`src/adts_frame_splitter_core_macros.svh`:
```
// Assertion macros used by the ADTS frame splitter core.
`ifndef ADTS_FRAME_SPLITTER_CORE_MACROS_SVH
`define ADTS_FRAME_SPLITTER_CORE_MACROS_SVH

// Implication checked on the same clock edge.
`define ADTS_FS_ASSERT_SAME(lbl, ante, cons) \
  lbl: assert property (@(posedge clk_i) disable iff (!rst_ni) (ante) |-> (cons)) \
    else $error("adts frame splitter check failed");

// Implication checked on the next clock edge.
`define ADTS_FS_ASSERT_NEXT(lbl, ante, cons) \
  lbl: assert property (@(posedge clk_i) disable iff (!rst_ni) (ante) |=> (cons)) \
    else $error("adts frame splitter check failed");

`endif

```
`src/adts_fs_pkg.sv`:
```
// Package of types, codes and the sample rate table of the ADTS frame splitter.
`timescale 1ns / 1ps
package adts_fs_pkg;

  localparam logic [1:0] PH_HUNT    = 2'd0;
  localparam logic [1:0] PH_SYNC2   = 2'd1;
  localparam logic [1:0] PH_HEADER  = 2'd2;
  localparam logic [1:0] PH_PAYLOAD = 2'd3;

  localparam logic [7:0]  SYNC_BYTE   = 8'hFF;
  localparam logic [3:0]  SYNC_NIBBLE = 4'hF;
  localparam logic [2:0]  HDR_LAST    = 3'd7;
  localparam logic [12:0] HDR_BYTES   = 13'd7;

  typedef struct packed {
    logic [7:0]  payload_byte;
    logic        last_byte;
    logic        frame_error;
    logic        mpeg_id;
    logic        crc_absent;
    logic [1:0]  profile;
    logic [3:0]  freq_index;
    logic [16:0] sample_rate;
    logic [2:0]  channel_config;
    logic [12:0] frame_length;
  } result_t;

  typedef struct packed {
    logic [1:0] phase;
  } parser_status_t;

  function automatic logic [16:0] rate_of(input logic [3:0] idx);
    logic [16:0] r;
    case (idx)
      4'd0:    r = 17'd96000;
      4'd1:    r = 17'd88200;
      4'd2:    r = 17'd64000;
      4'd3:    r = 17'd48000;
      4'd4:    r = 17'd44100;
      4'd5:    r = 17'd32000;
      4'd6:    r = 17'd24000;
      4'd7:    r = 17'd22050;
      4'd8:    r = 17'd16000;
      4'd9:    r = 17'd12000;
      4'd10:   r = 17'd11025;
      4'd11:   r = 17'd8000;
      4'd12:   r = 17'd7350;
      default: r = 17'd0;
    endcase
    return r;
  endfunction

endpackage

```
`src/adts_fs_if.sv`:
```
// Stream interfaces of the ADTS frame splitter: byte input and result output.
`timescale 1ns / 1ps
interface adts_fs_in_if;
  logic       valid;
  logic       ready;
  logic [7:0] stream_byte;

  modport source (output valid, output stream_byte, input ready);
  modport sink (input valid, input stream_byte, output ready);
endinterface

interface adts_fs_out_if;
  logic        valid;
  logic        ready;
  logic [7:0]  payload_byte;
  logic        last_byte;
  logic        frame_error;
  logic        mpeg_id;
  logic        crc_absent;
  logic [1:0]  profile;
  logic [3:0]  freq_index;
  logic [16:0] sample_rate;
  logic [2:0]  channel_config;
  logic [12:0] frame_length;

  modport source (output valid, output payload_byte, output last_byte, output frame_error,
                  output mpeg_id, output crc_absent, output profile, output freq_index,
                  output sample_rate, output channel_config, output frame_length,
                  input ready);
  modport sink (input valid, input payload_byte, input last_byte, input frame_error,
                input mpeg_id, input crc_absent, input profile, input freq_index,
                input sample_rate, input channel_config, input frame_length,
                output ready);
endinterface

```
`src/adts_fs_parser.sv`:
```
// Per-byte sync hunt, header collection and payload count of the ADTS stream.
`timescale 1ns / 1ps
module adts_fs_parser (
  input  logic                        clk_i,
  input  logic                        rst_ni,
  input  logic                        accept_i,
  input  logic [7:0]                  byte_i,
  output logic                        res_valid_o,
  output adts_fs_pkg::result_t        result_o,
  output adts_fs_pkg::parser_status_t status_o
);
  import adts_fs_pkg::*;

  logic [1:0]  phase_q, phase_d;
  logic [2:0]  cnt_q, cnt_d;
  logic [55:0] hdr_q, hdr_d;
  logic [12:0] left_q, left_d;
  logic [12:0] len;
  logic        last;
  logic        res_err;

  assign len  = hdr_d[25:13];
  assign last = (left_q <= 13'd1);

  always_comb begin
    phase_d     = phase_q;
    cnt_d       = cnt_q;
    hdr_d       = hdr_q;
    left_d      = left_q;
    res_valid_o = 1'b0;
    res_err     = 1'b0;
    case (phase_q)
      PH_HUNT: begin
        if (byte_i == SYNC_BYTE) begin
          hdr_d   = {48'd0, SYNC_BYTE};
          cnt_d   = 3'd1;
          phase_d = PH_SYNC2;
        end
      end
      PH_SYNC2: begin
        if (byte_i[7:4] == SYNC_NIBBLE) begin
          hdr_d   = {hdr_q[47:0], byte_i};
          cnt_d   = 3'd2;
          phase_d = PH_HEADER;
        end else begin
          cnt_d   = 3'd0;
          phase_d = PH_HUNT;
        end
      end
      PH_HEADER: begin
        hdr_d = {hdr_q[47:0], byte_i};
        cnt_d = cnt_q + 3'd1;
        if (cnt_d == HDR_LAST) begin
          cnt_d = 3'd0;
          if (len <= HDR_BYTES) begin
            phase_d     = PH_HUNT;
            left_d      = 13'd0;
            res_valid_o = 1'b1;
            res_err     = 1'b1;
          end else begin
            left_d  = len - HDR_BYTES;
            phase_d = PH_PAYLOAD;
          end
        end
      end
      default: begin
        res_valid_o = 1'b1;
        if (last) begin
          left_d  = 13'd0;
          phase_d = PH_HUNT;
        end else begin
          left_d = left_q - 13'd1;
        end
      end
    endcase
  end

  // Fields come from the header as it stands after this byte, which matters
  // only for the error result on the last header byte.
  always_comb begin
    result_o.payload_byte   = res_err ? 8'd0 : byte_i;
    result_o.last_byte      = !res_err && last;
    result_o.frame_error    = res_err;
    result_o.mpeg_id        = hdr_d[43];
    result_o.crc_absent     = hdr_d[40];
    result_o.profile        = hdr_d[39:38];
    result_o.freq_index     = hdr_d[37:34];
    result_o.sample_rate    = rate_of(hdr_d[37:34]);
    result_o.channel_config = hdr_d[32:30];
    result_o.frame_length   = hdr_d[25:13];
  end

  assign status_o.phase = phase_q;

  always_ff @(posedge clk_i or negedge rst_ni) begin
    if (!rst_ni) begin
      phase_q <= PH_HUNT;
      cnt_q   <= 3'd0;
      hdr_q   <= 56'd0;
      left_q  <= 13'd0;
    end else if (accept_i) begin
      phase_q <= phase_d;
      cnt_q   <= cnt_d;
      hdr_q   <= hdr_d;
      left_q  <= left_d;
    end
  end

endmodule

```
`src/adts_fs_out_reg.sv`:
```
// Result register that decouples the parser from a stalling result sink.
`timescale 1ns / 1ps
module adts_fs_out_reg (
  input  logic                 clk_i,
  input  logic                 rst_ni,
  input  logic                 load_i,
  input  logic                 res_valid_i,
  input  adts_fs_pkg::result_t result_i,
  output logic                 can_load_o,
  adts_fs_out_if.source        result_o
);
  import adts_fs_pkg::*;

  logic    valid_q, valid_d;
  result_t data_q;

  // A new beat may enter whenever the register is empty or the held one leaves in the same cycle.
  assign can_load_o = !valid_q || result_o.ready;

  always_comb begin
    valid_d = valid_q && !result_o.ready;
    if (load_i) begin
      valid_d = res_valid_i;
    end
  end

  always_ff @(posedge clk_i or negedge rst_ni) begin
    if (!rst_ni) begin
      valid_q <= 1'b0;
    end else begin
      valid_q <= valid_d;
    end
  end

  always_ff @(posedge clk_i) begin
    if (load_i && res_valid_i) begin
      data_q <= result_i;
    end
  end

  assign result_o.valid          = valid_q;
  assign result_o.payload_byte   = data_q.payload_byte;
  assign result_o.last_byte      = data_q.last_byte;
  assign result_o.frame_error    = data_q.frame_error;
  assign result_o.mpeg_id        = data_q.mpeg_id;
  assign result_o.crc_absent     = data_q.crc_absent;
  assign result_o.profile        = data_q.profile;
  assign result_o.freq_index     = data_q.freq_index;
  assign result_o.sample_rate    = data_q.sample_rate;
  assign result_o.channel_config = data_q.channel_config;
  assign result_o.frame_length   = data_q.frame_length;

endmodule

```
`src/adts_frame_splitter_core.sv`:
```
// Top level of the ADTS frame splitter: parser followed by a result register.
//
//  channel   | dir | beat                       | handshake
//  ----------+-----+----------------------------+------------------
//  stream_i  | in  | one ADTS stream byte       | valid / ready
//  result_o  | out | payload byte + header info | valid / ready
//
// One byte is taken every cycle while the result side keeps up; a byte that yields a beat
// loads the result register at the edge that accepts it, and the beat is offered next cycle.
// Header bytes and broken sync bytes give no beat; a short frame gives one error beat.
// Reset returns the parser to the sync hunt and empties the result register.
// While a held beat is not taken, stream_i.ready drops and nothing advances.
`timescale 1ns / 1ps
`include "adts_frame_splitter_core_macros.svh"
module adts_frame_splitter_core (
  input  logic          clk_i,
  input  logic          rst_ni,
  adts_fs_in_if.sink    stream_i,
  adts_fs_out_if.source result_o
);
  import adts_fs_pkg::*;

  logic           accept;
  logic           can_load;
  logic           res_valid;
  result_t        result;
  parser_status_t status;

  assign stream_i.ready = can_load;
  assign accept         = stream_i.valid && can_load;

  adts_fs_parser u_parser (
    .clk_i       (clk_i),
    .rst_ni      (rst_ni),
    .accept_i    (accept),
    .byte_i      (stream_i.stream_byte),
    .res_valid_o (res_valid),
    .result_o    (result),
    .status_o    (status)
  );

  adts_fs_out_reg u_out_reg (
    .clk_i       (clk_i),
    .rst_ni      (rst_ni),
    .load_i      (accept),
    .res_valid_i (res_valid),
    .result_i    (result),
    .can_load_o  (can_load),
    .result_o    (result_o)
  );

  `ADTS_FS_ASSERT_NEXT(a_payload_gives_beat, accept && status.phase == PH_PAYLOAD, result_o.valid)
  `ADTS_FS_ASSERT_SAME(a_stall_blocks_input, result_o.valid && !result_o.ready, !stream_i.ready)
  `ADTS_FS_ASSERT_NEXT(a_last_ends_frame, accept && res_valid && result.last_byte, status.phase == PH_HUNT)

endmodule

```
`src/flat_wrapper.sv`:
```
// flat-port wrapper written by rule: the top's interface ports become plain ports
module adts_frame_splitter_core_flat import adts_fs_pkg::*;
  (clk_i, rst_ni, stream_i_valid, stream_i_stream_byte, stream_i_ready, result_o_valid, result_o_payload_byte, result_o_last_byte, result_o_frame_error, result_o_mpeg_id, result_o_crc_absent, result_o_profile, result_o_freq_index, result_o_sample_rate, result_o_channel_config, result_o_frame_length, result_o_ready);
  adts_fs_in_if stream_i_i ();
  adts_fs_out_if result_o_i ();
  input  logic clk_i;
  input  logic rst_ni;
  input wire logic [$bits(stream_i_i.valid)-1:0] stream_i_valid;
  input wire logic [$bits(stream_i_i.stream_byte)-1:0] stream_i_stream_byte;
  output wire logic [$bits(stream_i_i.ready)-1:0] stream_i_ready;
  output wire logic [$bits(result_o_i.valid)-1:0] result_o_valid;
  output wire logic [$bits(result_o_i.payload_byte)-1:0] result_o_payload_byte;
  output wire logic [$bits(result_o_i.last_byte)-1:0] result_o_last_byte;
  output wire logic [$bits(result_o_i.frame_error)-1:0] result_o_frame_error;
  output wire logic [$bits(result_o_i.mpeg_id)-1:0] result_o_mpeg_id;
  output wire logic [$bits(result_o_i.crc_absent)-1:0] result_o_crc_absent;
  output wire logic [$bits(result_o_i.profile)-1:0] result_o_profile;
  output wire logic [$bits(result_o_i.freq_index)-1:0] result_o_freq_index;
  output wire logic [$bits(result_o_i.sample_rate)-1:0] result_o_sample_rate;
  output wire logic [$bits(result_o_i.channel_config)-1:0] result_o_channel_config;
  output wire logic [$bits(result_o_i.frame_length)-1:0] result_o_frame_length;
  input wire logic [$bits(result_o_i.ready)-1:0] result_o_ready;
  assign stream_i_i.valid = stream_i_valid;
  assign stream_i_i.stream_byte = stream_i_stream_byte;
  assign stream_i_ready = stream_i_i.ready;
  assign result_o_valid = result_o_i.valid;
  assign result_o_payload_byte = result_o_i.payload_byte;
  assign result_o_last_byte = result_o_i.last_byte;
  assign result_o_frame_error = result_o_i.frame_error;
  assign result_o_mpeg_id = result_o_i.mpeg_id;
  assign result_o_crc_absent = result_o_i.crc_absent;
  assign result_o_profile = result_o_i.profile;
  assign result_o_freq_index = result_o_i.freq_index;
  assign result_o_sample_rate = result_o_i.sample_rate;
  assign result_o_channel_config = result_o_i.channel_config;
  assign result_o_frame_length = result_o_i.frame_length;
  assign result_o_i.ready = result_o_ready;
  adts_frame_splitter_core u_core (.clk_i(clk_i), .rst_ni(rst_ni), .stream_i(stream_i_i), .result_o(result_o_i));
endmodule
```
`config.mk`:
```
export PLATFORM = sky130hd
export DESIGN_NAME = adts_frame_splitter_core_flat
export DESIGN_NICKNAME = d
export VERILOG_FILES = /design/src/adts_fs_pkg.sv /design/src/adts_fs_if.sv /design/src/adts_fs_parser.sv /design/src/adts_fs_out_reg.sv /design/src/adts_frame_splitter_core.sv /design/src/flat_wrapper.sv
export VERILOG_INCLUDE_DIRS = /design/src /design/src/src
export SDC_FILE = /design/constraint.sdc
export NUM_CORES = 1
export LEC_CHECK = 0
export BUFFER_PORTS_ARGS = -buffer_cell sky130_fd_sc_hd__clkbuf_2
export CORE_MARGIN = 2
export CORE_UTILIZATION = 39
export CTS_BUF_LIST = sky130_fd_sc_hd__clkbuf_2
export DETAILED_ROUTE_END_ITERATION = 8
export PLACE_DENSITY = 0.54
export SETUP_SLACK_MARGIN = 0.5
export SYNTH_ARGS = -nofsm -noshare
export SYNTH_HDL_FRONTEND = slang
export SYNTH_SLANG_ARGS = --single-unit
```
`constraint.sdc`:
```
create_clock -name clk_i -period 7.2 [get_ports clk_i]
set_clock_uncertainty 0.2 [all_clocks]
set_input_delay 0.36 -clock clk_i [delete_from_list [all_inputs] [get_ports clk_i]]
set_output_delay 0.36 -clock clk_i [all_outputs]
set_load 0.005 [all_outputs]
```
; ---- After elaboration in Yosys (flattened, before gate mapping)
; Memory sizes are Yosys's and may differ from the RTL's. A register that Yosys moved wholly into a read port is not among the register bits.
; Index checks and enable logic that the tools add are counted.
[totals]
regBits = 95
latchBits = 0
ram_bits = 0
mem_bits_ro = 272
in_bits = 12
out_inout_bits = 53
wordCells = 68
memories = 1
[classes]
add_sub_neg = 3
mul = 0
div = 0
magnitude_cmp = 2
eq_ne = 8
shift = 0
n_mux = 22
bitwise = 1
n_reduce_logical = 16
[memory_table]
columns = memory, depth, word_bits, rd, rd_ports_with_merged_regs, wr, line_no
row1 = (name not given), 16, 17, 1, 1, 0, adts_fs_pkg.sv:34  ; case (idx)
[op_table]
columns = operator, count
row1 = one-hot mux 44 bit (3 select lines), 1
row2 = 2-to-1 mux 44 bit, 2
row3 = 2-to-1 mux 13 bit, 3
row4 = one-hot mux 13 bit (2 select lines), 1
row5 = less-or-equal comparator 13 x 1 -> 1 bit (second input constant), 1
row6 = less-or-equal comparator 13 x 3 -> 1 bit (second input constant), 1
row7 = subtractor 13 x 1 -> 13 bit (second input constant), 1
row8 = subtractor 13 x 3 -> 13 bit (second input constant), 1
row9 = 2-to-1 mux 2 bit, 6
row10 = one-hot mux 3 bit (3 select lines), 1
row11 = equality test 8 bit (second input constant), 1
row12 = AND reduction 4 bit, 2
row13 = 2-to-1 mux 3 bit, 2
row14 = inequality test 2 bit (second input constant), 3
row15 = one-hot mux 2 bit (3 select lines), 1
row16 = AND reduction 3 bit, 2
row17 = equality test 4 bit (second input constant), 1
row18 = logical AND 1 bit, 4
row19 = 2-to-1 mux 1 bit, 4
row20 = nonzero test 4 bit, 1
row21 = adder 3 x 1 -> 3 bit (second input constant), 1
row22 = equality test 3 bit (second input constant), 1
row23 = logical NOT 1 bit, 3
row24 = nonzero test 3 bit, 1
row25 = 7 further kinds, 7

; ---- Longest topological paths before layout
; Gate-level depths: netlist of run 1.
[depth]
word_depth = 9
depth_mapped = 12
ltp_nobuf = 10

; ---- Hierarchy
; A second synthesis of run 1 with hierarchy kept.
[hier_totals]
cells_unflattened = 534
area_unflattened_um2 = 5637.9
[by_module_without_submodules]
columns = mod, instances, cells_each, area_each_um2, seq_area_each_um2
row1 = adts_fs_parser, 1, 478, 4045.1, 1476.4
row2 = adts_fs_out_reg, 1, 55, 1586.5, 1556.5
row3 = adts_frame_splitter_core, 1, 1, 6.3, 0.0

; ---- Least setup slack after synthesis of run 1
; Ideal clock, no wire load.
[synth_timing]
path_type = flip-flop to flip-flop
startpoint = register u_core.u_parser.phase_q[0], in the netlist u_core.u_parser.status_o[0]
endpoint = register u_core.u_out_reg.data_q, in the netlist u_core.u_out_reg.result_o.channel_config[0] (enable)
setup_time_ns = 0.460
arrival_time_ns = 4.285
required_time_ns = 6.540
slack_ns = 2.254
path_stages_with_launch = 12
path_buffers = 2
period_less_slack_ns = 4.946
cell_sequence = dfrtp_1 -> ha_1 -> buf_2 -> nor2b_1 -> a32o_1 -> a31o_2 -> ha_1 -> nand4b_1 -> and3_1 -> buf_2 -> nor2_1 -> nor2_1
[synth_rtl]
columns = element, line_no
row1 = from (decl), adts_fs_parser.sv:14  ; logic [1:0] phase_q, phase_d;
row2 = from (signal assigned), adts_fs_parser.sv:102  ; phase_q <= phase_d;
row3 = to (signal assigned), adts_fs_out_reg.sv:37  ; data_q <= result_i;
row4 = to (decl), adts_fs_out_reg.sv:15  ; result_t data_q;

==> flow_metrics.env, run 1 <==
export IMPL_synth_top_area_share_pct=28.5
export IMPL_cts_resized=0
export IMPL_antenna_left=0
export IMPL_p_per_area_mw_per_mm2=251
export IMPL_ctsHoldBuffers=11
export IMPL_ys_ff_latch=111
export IMPL_rows=42
export IMPL_yosysWarnings=0
export IMPL_remaining_drc_errors=0
export IMPL_status="finished clean"
export IMPL_final_nets=584
export IMPL_hold_viol_final=0
export IMPL_startpoint_type="flop"
export IMPL_synth_area_sq_mm=0.00537
export IMPL_clock_path_buffers=2
export IMPL_die_h_um=121
export IMPL_rsz0062_at_grt="no"
export IMPL_yosysSeqAreaShare_pct=56.4
export IMPL_drive_gt1_share_pct=17.6
export IMPL_crit_fanout=31
export IMPL_synthTopCellsByCount="60 x dfrtp_1, 58 x nand2_1, 51 x edfxtp_1"
export IMPL_tritoncts="done"
export IMPL_insertion_delay_ps=610
export IMPL_worst_setup_path_end_kind="flop"
export IMPL_start_util_pct=40.3
export IMPL_slowest_stage="buf_4"
export IMPL_fp_dieW_um=121
export IMPL_syn_nets=519
export IMPL_final_core_util_pct=45.5
export IMPL_yosys_area_top_type="edfxtp_1"
export IMPL_required_ps=7280
export IMPL_cp_cell_sequence="inv_1, ha_1, nor2b_1, a32o_1, a31o_2, ha_1, nand4b_1, and3_1, nor2_1, nor2_4, buf_4"
export IMPL_relSlewSlack_pct=27.7
export IMPL_drtIter0Drc=356
export IMPL_slew_viol_final=0
export IMPL_gp_congestion=0.788
export IMPL_wl_per_cell_um=16.8
export IMPL_crit_path_max_incr_delay_ps=510
export IMPL_syn2layout_area_growth_pct=12.9
export IMPL_vdd_drop_max_mv=0.131
export IMPL_ys_flop_type="dfrtp_1"
export IMPL_cp_common_cell="ha_1"
export IMPL_dp_hpwl_mm=8.50
export IMPL_avgSynthCellArea_sq_um=10.9
export IMPL_finalSetupViolCount=0
export IMPL_syn_instance_count=492
export IMPL_clk_pin_slew_ps=280
export IMPL_p_leak_uw=0.00253
export IMPL_synth_edf_count=51
export IMPL_core_area_sq_mm=0.0133
export IMPL_port_buffers=64
export IMPL_synth_most_common_cell="dfrtp_1"
export IMPL_maxCapViolations=0
export IMPL_min_period_ps=4190
export IMPL_dieArea_sq_mm=0.0147
export IMPL_wirelength_mm=12.4
export IMPL_cts_max_level=3
export IMPL_cts_sinks=111
export IMPL_synthTopCellsByArea="edfxtp_1 28%, dfrtp_1 28%, a22o_1 6.2%"
export IMPL_antenna_found_initial=1
export IMPL_root_buffer="clkbuf_2"
export IMPL_finalCritPeriodShare_pct=58.2
export IMPL_dr_pass1_iters=5
export IMPL_grt_usage_pct=17.8
export IMPL_grt_max_degree=61
export IMPL_grt_pass1_wl_mm=20.4
export IMPL_max_freq_mhz=239
export IMPL_crit_arrival_ps=4270
export IMPL_synth_cell_types=56
export IMPL_hold_path_class="input pin to async pin"
export IMPL_post_cts_setup_buffers=0
export IMPL_num_vias=4097
export IMPL_num_io_pins=65
export IMPL_finalSetupTns_ps=0
export IMPL_synthArstFlopShare_pct=54.1
export IMPL_tightest_slew_ps=1080
export IMPL_vias_per_cell=5.54
export IMPL_overflow=0
export IMPL_reg2reg_slack_ps=3010
export IMPL_first_global_vias=3813
export IMPL_crit_type="flop to flop"
export IMPL_cts_buffers=9
## sequential cells by signal, indices dropped and copies added (netlist names), 2 cells and up
name	flops
u_core.u_parser.status_o	2
u_core.u_out_reg.result_o.channel_config	3
u_core.u_out_reg.result_o.freq_index	4
u_core.u_out_reg.result_o.frame_length	13
u_core.u_out_reg.result_o.profile	2
u_core.u_parser.hdr_q	41
u_core.u_parser.cnt_q	3
u_core.u_out_reg.result_o.sample_rate	17
u_core.u_parser.left_q	13
u_core.u_out_reg.result_o.payload_byte	8
## per-layer routing
metal | part of all wire (%) | global-route usage, % | vias up
met2 | 45 | 26.4 | 119
met4 | 2.2 | 7.11 | 0
met1 | 48 | 26.4 | 1983
met5 | 0 | 0 | -
li1 | - | - | 1972
met3 | 4.3 | 2.40 | 23
## power breakdown
part	switching (uW)	leakage (uW)	internal, uW
Clock	208	0.0000725	84.3
Combinational	266	0.00120	134
Sequential	64.2	0.00126	770
## worst max-delay path: cells and delay by family (launching register included)
kind | cells | cell delay (ps)
and+or+nand+nor | 5 | 1610
buffers and inverters | 2 | 600
adders and majority gates | 2 | 560
DFF | 1 | 480
AOI/OAI and AO/OA | 2 | 380
## area by class of cell
cell class / count / area (sq um)
Fill cell: 1289 / 7280
Inverter: 11 / 41.3
Clock inverter: 5 / 60.1
Timing Repair Buffer: 79 / 460
Clock buffer: 11 / 55.1
Sequential cell: 111 / 3030
Antenna cell: 1 / 2.50
Multi-Input combinational cell: 345 / 2200
Tap cell: 176 / 220
## logic make-up after synthesis
| logic type | count (synthesis) | synth area share [%] |
|---|---|---|
| buffers and inverters | 36 | 2.86 |
| AO/OA/AOI/OAI | 166 | 21.3 |
| XOR/XNOR | 12 | 1.96 |
| flip-flops | 111 | 56.4 |
| adder cells (fa/ha/maj) | 15 | 3.49 |
| AND/OR/NAND/NOR | 152 | 14.0 |
## cell usage in the layout, fill, tap and decap left out, types with 5 or more instances in the layout
cell type	synthesis	layout
o21ai_0	45	45
a32o_1	7	7
dlygate4sd3_1	0	11
nor2b_1	15	15
edfxtp_1	51	51
inv_1	10	10
nor3_1	9	9
nand2_1	58	58
o22ai_1	5	5
xor2_1	5	5
a31oi_1	5	5
nor2_1	33	31
clkbuf_2	0	75
a22o_1	38	38
or3_1	5	5
nand3_1	5	5
nor4_1	5	5
dfrtp_1	60	60
ha_1	15	15
xnor2_1	7	7
a21oi_1	34	34
## per-stage QoR
stage	area [sq um]	setup WS [ps]	std cells	power, uW	hold WS (ps)
CTS	6070	2970	738	1540	160
global route	6070	2590	739	1630	214
detailed placement	5840	3040	711	1240	270
global placement	5840	3250	711	1230	264
floorplan	5370	2250	492	1100	-136
finish	6070	3010	739	1530	197
## path summary, 6_finish.rpt
path                                                         start                                                  end  depth (start not counted)
setup / recovery           u_core.u_parser.status_o[1]$_DFFE_PN0P_  u_core.u_out_reg.result_o.frame_length[9]$_DFFE_PP_                         11
hold / removal                                              rst_ni                u_core.u_parser.left_q[0]$_DFFE_PN0P_                          3
setup reg to reg           u_core.u_parser.status_o[1]$_DFFE_PN0P_  u_core.u_out_reg.result_o.frame_length[9]$_DFFE_PP_                         11
hold reg to reg               u_core.u_parser.hdr_q[3]$_DFFE_PN0P_                 u_core.u_parser.hdr_q[3]$_DFFE_PN0P_                          2
max in group asynchronous                                   rst_ni               u_core.u_parser.left_q[10]$_DFFE_PN0P_                          3
min in group clk_i            u_core.u_parser.hdr_q[3]$_DFFE_PN0P_                 u_core.u_parser.hdr_q[3]$_DFFE_PN0P_                          2
Power figures use the tool's default switching activity.
==> inputs of run 2 (changes only) <==
Settings changed: ABC_AREA set to 1.
Clock period 7.2 ns to 4.1 ns, I/O delays scaled along.
==> run 2 against run 1 <==
Critical endpoint is now u_core.u_out_reg.result_o.payload_byte[7]$_SDFFCE_PP0P_. Sequential share of layout area fell by 3.1 points. Largest cell class unchanged. Final area rose by 6.7%. Final cell count is 20% higher. Critical path type unchanged. Power increased by 130%. Highest routed layer unchanged. Clock power grew 79%. Utilization grew 1.2 points. Non-clock buffer count rose by 19. Fmax grew 25%.
==> flow_metrics.env, run 2 <==
export IMPL_first_global_vias=4110
export IMPL_required_ps=4270
export IMPL_num_io_pins=65
export IMPL_largest_register_ffs=41
export IMPL_hold_viol_final=0
export IMPL_synth_cell_types=37
export IMPL_synth_top_area_share_pct=27.6
export IMPL_syn_instance_count=615
export IMPL_synth_most_common_cell="nand2_1"
export IMPL_clk_pin_slew_ps=290
export IMPL_max_freq_mhz=298
export IMPL_avgSynthCellArea_sq_um=9.04
export IMPL_root_buffer="clkbuf_2"
export IMPL_remaining_drc_errors=0
export IMPL_slowest_stage="dfrtp_1"
export IMPL_grt_pass1_wl_mm=20.7
export IMPL_grt_max_degree=41
export IMPL_maxCapViolations=0
export IMPL_synth_edf_count=51
export IMPL_synthArstFlopShare_pct=54.1
export IMPL_antenna_cells=0
export IMPL_dr_pass1_iters=5
export IMPL_gp_congestion=0.925
export IMPL_finalCritPeriodShare_pct=81.8
export IMPL_core_area_sq_mm=0.0139
export IMPL_num_vias=4418
export IMPL_cp_cell_sequence="inv_1, ha_1, inv_1, nand2_4, nand2_4, inv_4, nand2_1, nand2_1, ha_1, inv_1, nand4_2, nand4_1, a21oi_4, buf_12, buf_12"
export IMPL_hold_path_class="input pin to flop"
export IMPL_finalSetupTns_ps=0
export IMPL_crit_family="simple AND/OR/NAND/NOR gates"
export IMPL_yosysSeqAreaShare_pct=54.6
export IMPL_tightest_slew_ps=761
export IMPL_path_buf_inv=6
export IMPL_final_core_util_pct=46.7
export IMPL_fin_ws_ps=744
export IMPL_crit_fanout=23
export IMPL_post_place_ws_ps=573
export IMPL_grt_usage_pct=17.7
export IMPL_mostFrequentLayoutCell="nand2_1"
export IMPL_vias_per_cell=4.97
export IMPL_insertion_delay_ps=640
export IMPL_wl_per_cell_um=14.6
export IMPL_yosysWarnings=0
export IMPL_layout_common_cells="142 x nand2_1, 77 x nor2_1, 73 x clkbuf_2"
export IMPL_syn_nets=642
export IMPL_finalPower_uw=3510
export IMPL_regMostFlops="u_core.u_parser.hdr_q"
export IMPL_final_nets=731
export IMPL_slew_viol_final=0
export IMPL_vdd_drop_max_mv=0.257
export IMPL_rows=43
export IMPL_dp_hpwl_mm=8.90
export IMPL_clock_path_buffers=2
export IMPL_synthTopCellsByArea="edfxtp_1 28%, dfrtp_1 27%, nand2_1 9.7%"
export IMPL_synthTopCellsByCount="143 x nand2_1, 78 x nor2_1, 60 x dfrtp_1, 60 x inv_1, 51 x edfxtp_1"
export IMPL_antenna_left=0
export IMPL_dieArea_sq_mm=0.0152
export IMPL_p_leak_uw=0.00298
export IMPL_relSlewSlack_pct=49.1
export IMPL_yosys_area_top_type="edfxtp_1"
export IMPL_tritoncts="done"
export IMPL_crit_type="flop to flop"
export IMPL_hold_slack_ps=176
export IMPL_overflow=0
export IMPL_antenna_found_initial=0
export IMPL_die_h_um=123
export IMPL_cp_common_cell="inv_1"
export IMPL_ys_ff_latch=111
export IMPL_min_period_ps=3360
export IMPL_worst_setup_path_end_kind="flop"
export IMPL_drtIter0Drc=286
export IMPL_cts_max_level=3
export IMPL_drive_gt1_share_pct=20.9
export IMPL_synth_area_sq_mm=0.00556
export IMPL_rsz0062_at_grt="no"
export IMPL_fp_dieW_um=123
export IMPL_syn2layout_area_growth_pct=16.6
export IMPL_cts_sinks=111
export IMPL_wirelength_mm=13.0
export IMPL_p_per_area_mw_per_mm2=541
export IMPL_startpoint_type="flop"
export IMPL_crit_arrival_ps=3530
export IMPL_finalSetupViolCount=0
export IMPL_ys_flop_type="dfrtp_1"
export IMPL_port_buffers=64
export IMPL_start_util_pct=40.0
export IMPL_cts_buffers=9
export IMPL_status="finished clean"
export IMPL_crit_path_max_incr_delay_ps=450
-- run 2: path summary, 6_finish.rpt --
| check | startpoint | end | slack [ps] | depth (start not counted) |
|---|---|---|---|---|
| setup / recovery | u_core.u_parser.status_o[0]$_DFFE_PN0P_ | u_core.u_out_reg.result_o.payload_byte[7]$_SDFFCE_PP0P_ | 740 | 15 |
| hold / removal | stream_i_stream_byte[4] | u_core.u_parser.hdr_q[4]$_DFFE_PN0P_ | 180 | 4 |
| setup reg to reg | u_core.u_parser.status_o[0]$_DFFE_PN0P_ | u_core.u_out_reg.result_o.payload_byte[7]$_SDFFCE_PP0P_ | 740 | 15 |
| hold reg to reg | u_core.u_parser.hdr_q[12]$_DFFE_PN0P_ | u_core.u_parser.hdr_q[12]$_DFFE_PN0P_ | 320 | 2 |
| max in group asynchronous | rst_ni | u_core.u_parser.hdr_q[18]$_DFFE_PN0P_ | 2890 | 4 |
| min in group asynchronous | rst_ni | u_core.u_parser.left_q[8]$_DFFE_PN0P_ | 420 | 4 |
-- run 2: area by class of cell --
type                       count  area [sq um]
multi-input combinational    420          2180
sequential                   111          3030
clock buffer                   9          45.0
timing repair buffer          98           678
clock inverter                 7          71.3
inverter                      64           243
fill                        1392          7400
tap                          180           225
-- run 2: cell families after synthesis --
group / count (synthesis) / share of synthesized area [%]
adder cells (fa/ha/maj): 15 / 3.38
AND/OR/NAND/NOR: 289 / 22.4
buffers and inverters: 84 / 6.64
flip-flops: 111 / 54.6
XOR/XNOR: 13 / 2.05
AO/OA/AOI/OAI: 103 / 11.0
-- run 2: metrics by stage --
stage	std cells	area [sq um]
floorplan	615	5570
global placement	847	6060
detailed placement	847	6060
CTS	883	6390
global route	889	6480
finish	889	6480
-- run 2: report_power, final --
part / switching [uW] / total [uW] / internal, uW
Sequential: 162 / 1640 / 1480
Combinational: 811 / 1340 / 529
Clock: 378 / 522 / 144
Total: 1350 / 3510 / 2160
-- run 2: repair_timing --
item | in CTS | in global routing
endpoints found under the hold margin | 71 | 0
gates resized for setup | 0 | 4
setup endpoints to repair | 0 | 55
hold buffers | 20 | 0
buffers inserted | 0 | 5
-- run 2: layer usage --
layer | global-route usage, % | part of all wire, % | up-vias
li1 | - | - | 2196
met1 | 25.8 | 49 | 2102
met2 | 25.9 | 44 | 101
met3 | 3.37 | 4.4 | 19
met4 | 7.03 | 1.9 | 0
met5 | 0 | 0 | -
-- run 2: worst min-delay path: cells and delay by family --
family	cells	cell delay, ps
AO/OA/AOI/OAI	1	80
AND/OR/NAND/NOR	1	80
buffers and inverters	2	660
==> inputs of run 3 (changes only) <==
Clock period 4.1 ns to 3.2 ns, I/O delays scaled along.
==> run 3 against run 2 <==
Via count grew 6.3%. First-iteration DRC count increased by 19%. Flip-flop and latch count is the same. Register-to-register slack worse by 410 ps. Critical endpoint is now u_core.u_out_reg.result_o.sample_rate[3]$_SDFFCE_PP0P_. Largest power group is now combinational logic. Clock power grew 11%. Power is 46% higher. Wire length rose by 7.7%.
==> flow_metrics.env, run 3 (synthesis results as in run 2) <==
export IMPL_worstReg2RegEnd="u_core.u_out_reg.result_o.sample_rate[3]$_SDFFCE_PP0P_"
export IMPL_p_leak_uw=0.00337
export IMPL_clkPwrFrac_pct=11.3
export IMPL_drtIter0Drc=341
export IMPL_min_to="u_core.u_out_reg.result_o.payload_byte[0]$_SDFFCE_PP0P_"
export IMPL_slowest_stage="dfrtp_1"
export IMPL_layout_common_cells="121 x nand2_1, 75 x clkbuf_2, 71 x nor2_1"
export IMPL_crit_fanout=5
export IMPL_crit_type="flop to flop"
export IMPL_maxCapViolations=0
export IMPL_tightest_slew_ps=557
export IMPL_hold_depth=4
export IMPL_crit_arrival_ps=3050
export IMPL_worstHoldStart="stream_i_stream_byte[0]"
export IMPL_swShare_pct=38.5
export IMPL_status="finished clean"
export IMPL_fp_dieW_um=123
export IMPL_antenna_cells=0
export IMPL_power_switching_uw=1970
export IMPL_multiInputGateArea_sq_mm=0.00250
export IMPL_rsz0062_at_grt="yes"
export IMPL_num_io_pins=65
export IMPL_max_freq_mhz=349
export IMPL_rows=43
export IMPL_rr_worst_depth=17
export IMPL_root_buffer="clkbuf_2"
export IMPL_start_util_pct=40.0
export IMPL_vdd_drop_max_mv=0.342
export IMPL_register_area_sq_mm=0.00303
export IMPL_cts_buffers=9
export IMPL_r2r_start="u_core.u_parser.status_o[1]$_DFFE_PN0P_"
export IMPL_syn2layout_area_growth_pct=34.2
export IMPL_num_vias=4695
export IMPL_crit_path_max_incr_delay_ps=490
export IMPL_antenna_left=0
export IMPL_mostFrequentLayoutCell="nand2_1"
export IMPL_slew_viol_final=0
export IMPL_dpl_cell_area_sq_mm=0.00620
export IMPL_path_buf_inv=7
export IMPL_required_ps=3380
export IMPL_fill_cells=1262
export IMPL_gp_congestion=0.934
export IMPL_wl_per_cell_um=14.8
export IMPL_finalSetupViolCount=0
export IMPL_port_buffers=64
export IMPL_vias_per_cell=4.97
export IMPL_drive_gt1_share_pct=34.2
export IMPL_dieArea_sq_mm=0.0152
export IMPL_final_nets=787
export IMPL_die_h_um=123
export IMPL_antenna_found_initial=0
export IMPL_relSlewSlack_pct=62.5
export IMPL_remaining_drc_errors=0
export IMPL_internal_power_uw=3150
export IMPL_hold_path_class="input pin to flop"
export IMPL_dp_hpwl_mm=9.00
export IMPL_finalCritPeriodShare_pct=89.4
export IMPL_core_area_sq_mm=0.0139
export IMPL_clock_path_buffers=2
export IMPL_grt_usage_pct=18.9
export IMPL_startpoint_type="flop"
export IMPL_fin_area_sq_mm=0.00746
export IMPL_cp_cell_sequence="inv_2, ha_4, inv_2, nor2_2, nor2_2, nand2_4, buf_6, nand2_4, nand2_4, nor2_4, inv_2, nor2_4, nand4_1, a21oi_4, buf_6, buf_12, clkbuf_16"
export IMPL_worst_setup_path_end_kind="flop"
export IMPL_combinationalPowerShare_pct=47.0
export IMPL_regMostFlops="u_core.u_parser.hdr_q"
export IMPL_crit_family="simple AND/OR/NAND/NOR gates"
export IMPL_cts_max_level=3
export IMPL_first_global_vias=4368
export IMPL_wirelength_mm=14.0
export IMPL_fin_ws_ps=338
export IMPL_clk_pin_slew_ps=300
export IMPL_reg2reg_slack_ps=340
export IMPL_insertion_delay_ps=620
export IMPL_overflow=0
export IMPL_p_per_area_mw_per_mm2=686
export IMPL_grt_max_degree=33
export IMPL_cts_sinks=111
export IMPL_largest_register_ffs=41
export IMPL_hold_viol_final=0
export IMPL_tritoncts="done"
export IMPL_post_place_ws_ps=213
export IMPL_seqPwrFrac_pct=41.7
export IMPL_dr_pass1_iters=5
export IMPL_grt_pass1_wl_mm=22.0
export IMPL_min_period_ps=2860
## run 3: what timing repair did
item,in CTS,in global routing
hold endpoints to repair,119,0
pin swaps,16,17
buffers inserted,28,15
cloned,6,3
gates resized for setup,69,46
setup endpoints to repair,72,86
hold buffers,19,0
## run 3: layout make-up
class / instances / share of cell area [%]
inverters: 64 / 3.59
clock inverters: 5 / 0.436
repair buffers: 154 / 18.0
multi-input cells: 420 / 33.5
flip-flops and latches: 111 / 40.7
clock buffers: 11 / 0.738
well taps: 180 / 3.02
## run 3: through the flow
stage	hold slack, ps	instances	TNS, ps	utilization, %	power (uW)
finish	149	945	0	53.7	5120
global route	119	945	0	53.7	5490
CTS	82.8	927	0	51.2	4900
detailed placement	107	858	0	44.7	3770
global placement	121	858	0	44.7	3750
floorplan	-336	615	-1090	-	3290
## run 3: power by group through the flow
stage / registers (uW) / logic [uW] / clock network [uW]
after floorplan: 2120 / 1170 / 0
after global placement: 2140 / 1600 / 0
after detailed placement: 2150 / 1620 / 0
after CTS: 2130 / 2170 / 608
after global routing: 2180 / 2660 / 658
final: 2130 / 2410 / 579
## run 3: layer usage
metal  up-vias  GRT usage (%)  wire [um]  share of wire, %
li1       2303              -          -                 -
met1      2263           27.1       6570                47
met2       117           29.0       6590                47
met3        12           3.51        660               4.7
met4         0           5.97        155               1.1
met5         -              0          0                 0
## run 3: worst register-to-register path, delay by kind of cell, from the launching register on
kind                     cells  cell delay [ps]
AO/OA/AOI/OAI                1              220
AND/OR/NAND/NOR              8              810
buffers and inverters        7              760
flip-flops                   1              490
adder cells (fa/ha/maj)      1              170
## run 3: how the worst max path moves through the flow
stage	start	end	cells past startpoint
2_1_floorplan	u_core.u_parser.status_o[1]$_DFFE_PN0P_	u_core.u_out_reg.result_o.channel_config[0]$_DFFE_PP_	15
3_3_place_gp	u_core.u_parser.status_o[1]$_DFFE_PN0P_	u_core.u_out_reg.result_o.profile[1]$_DFFE_PP_	13
3_5_place_dp	u_core.u_parser.status_o[1]$_DFFE_PN0P_	u_core.u_out_reg.result_o.channel_config[1]$_DFFE_PP_	15
4_1_cts	u_core.u_parser.status_o[1]$_DFFE_PN0P_	u_core.u_out_reg.result_o.frame_length[4]$_DFFE_PP_	17
5_1_grt	u_core.u_parser.status_o[1]$_DFFE_PN0P_	u_core.u_out_reg.result_o.frame_length[4]$_DFFE_PP_	17
6_report	u_core.u_parser.status_o[1]$_DFFE_PN0P_	u_core.u_out_reg.result_o.sample_rate[3]$_SDFFCE_PP0P_	17
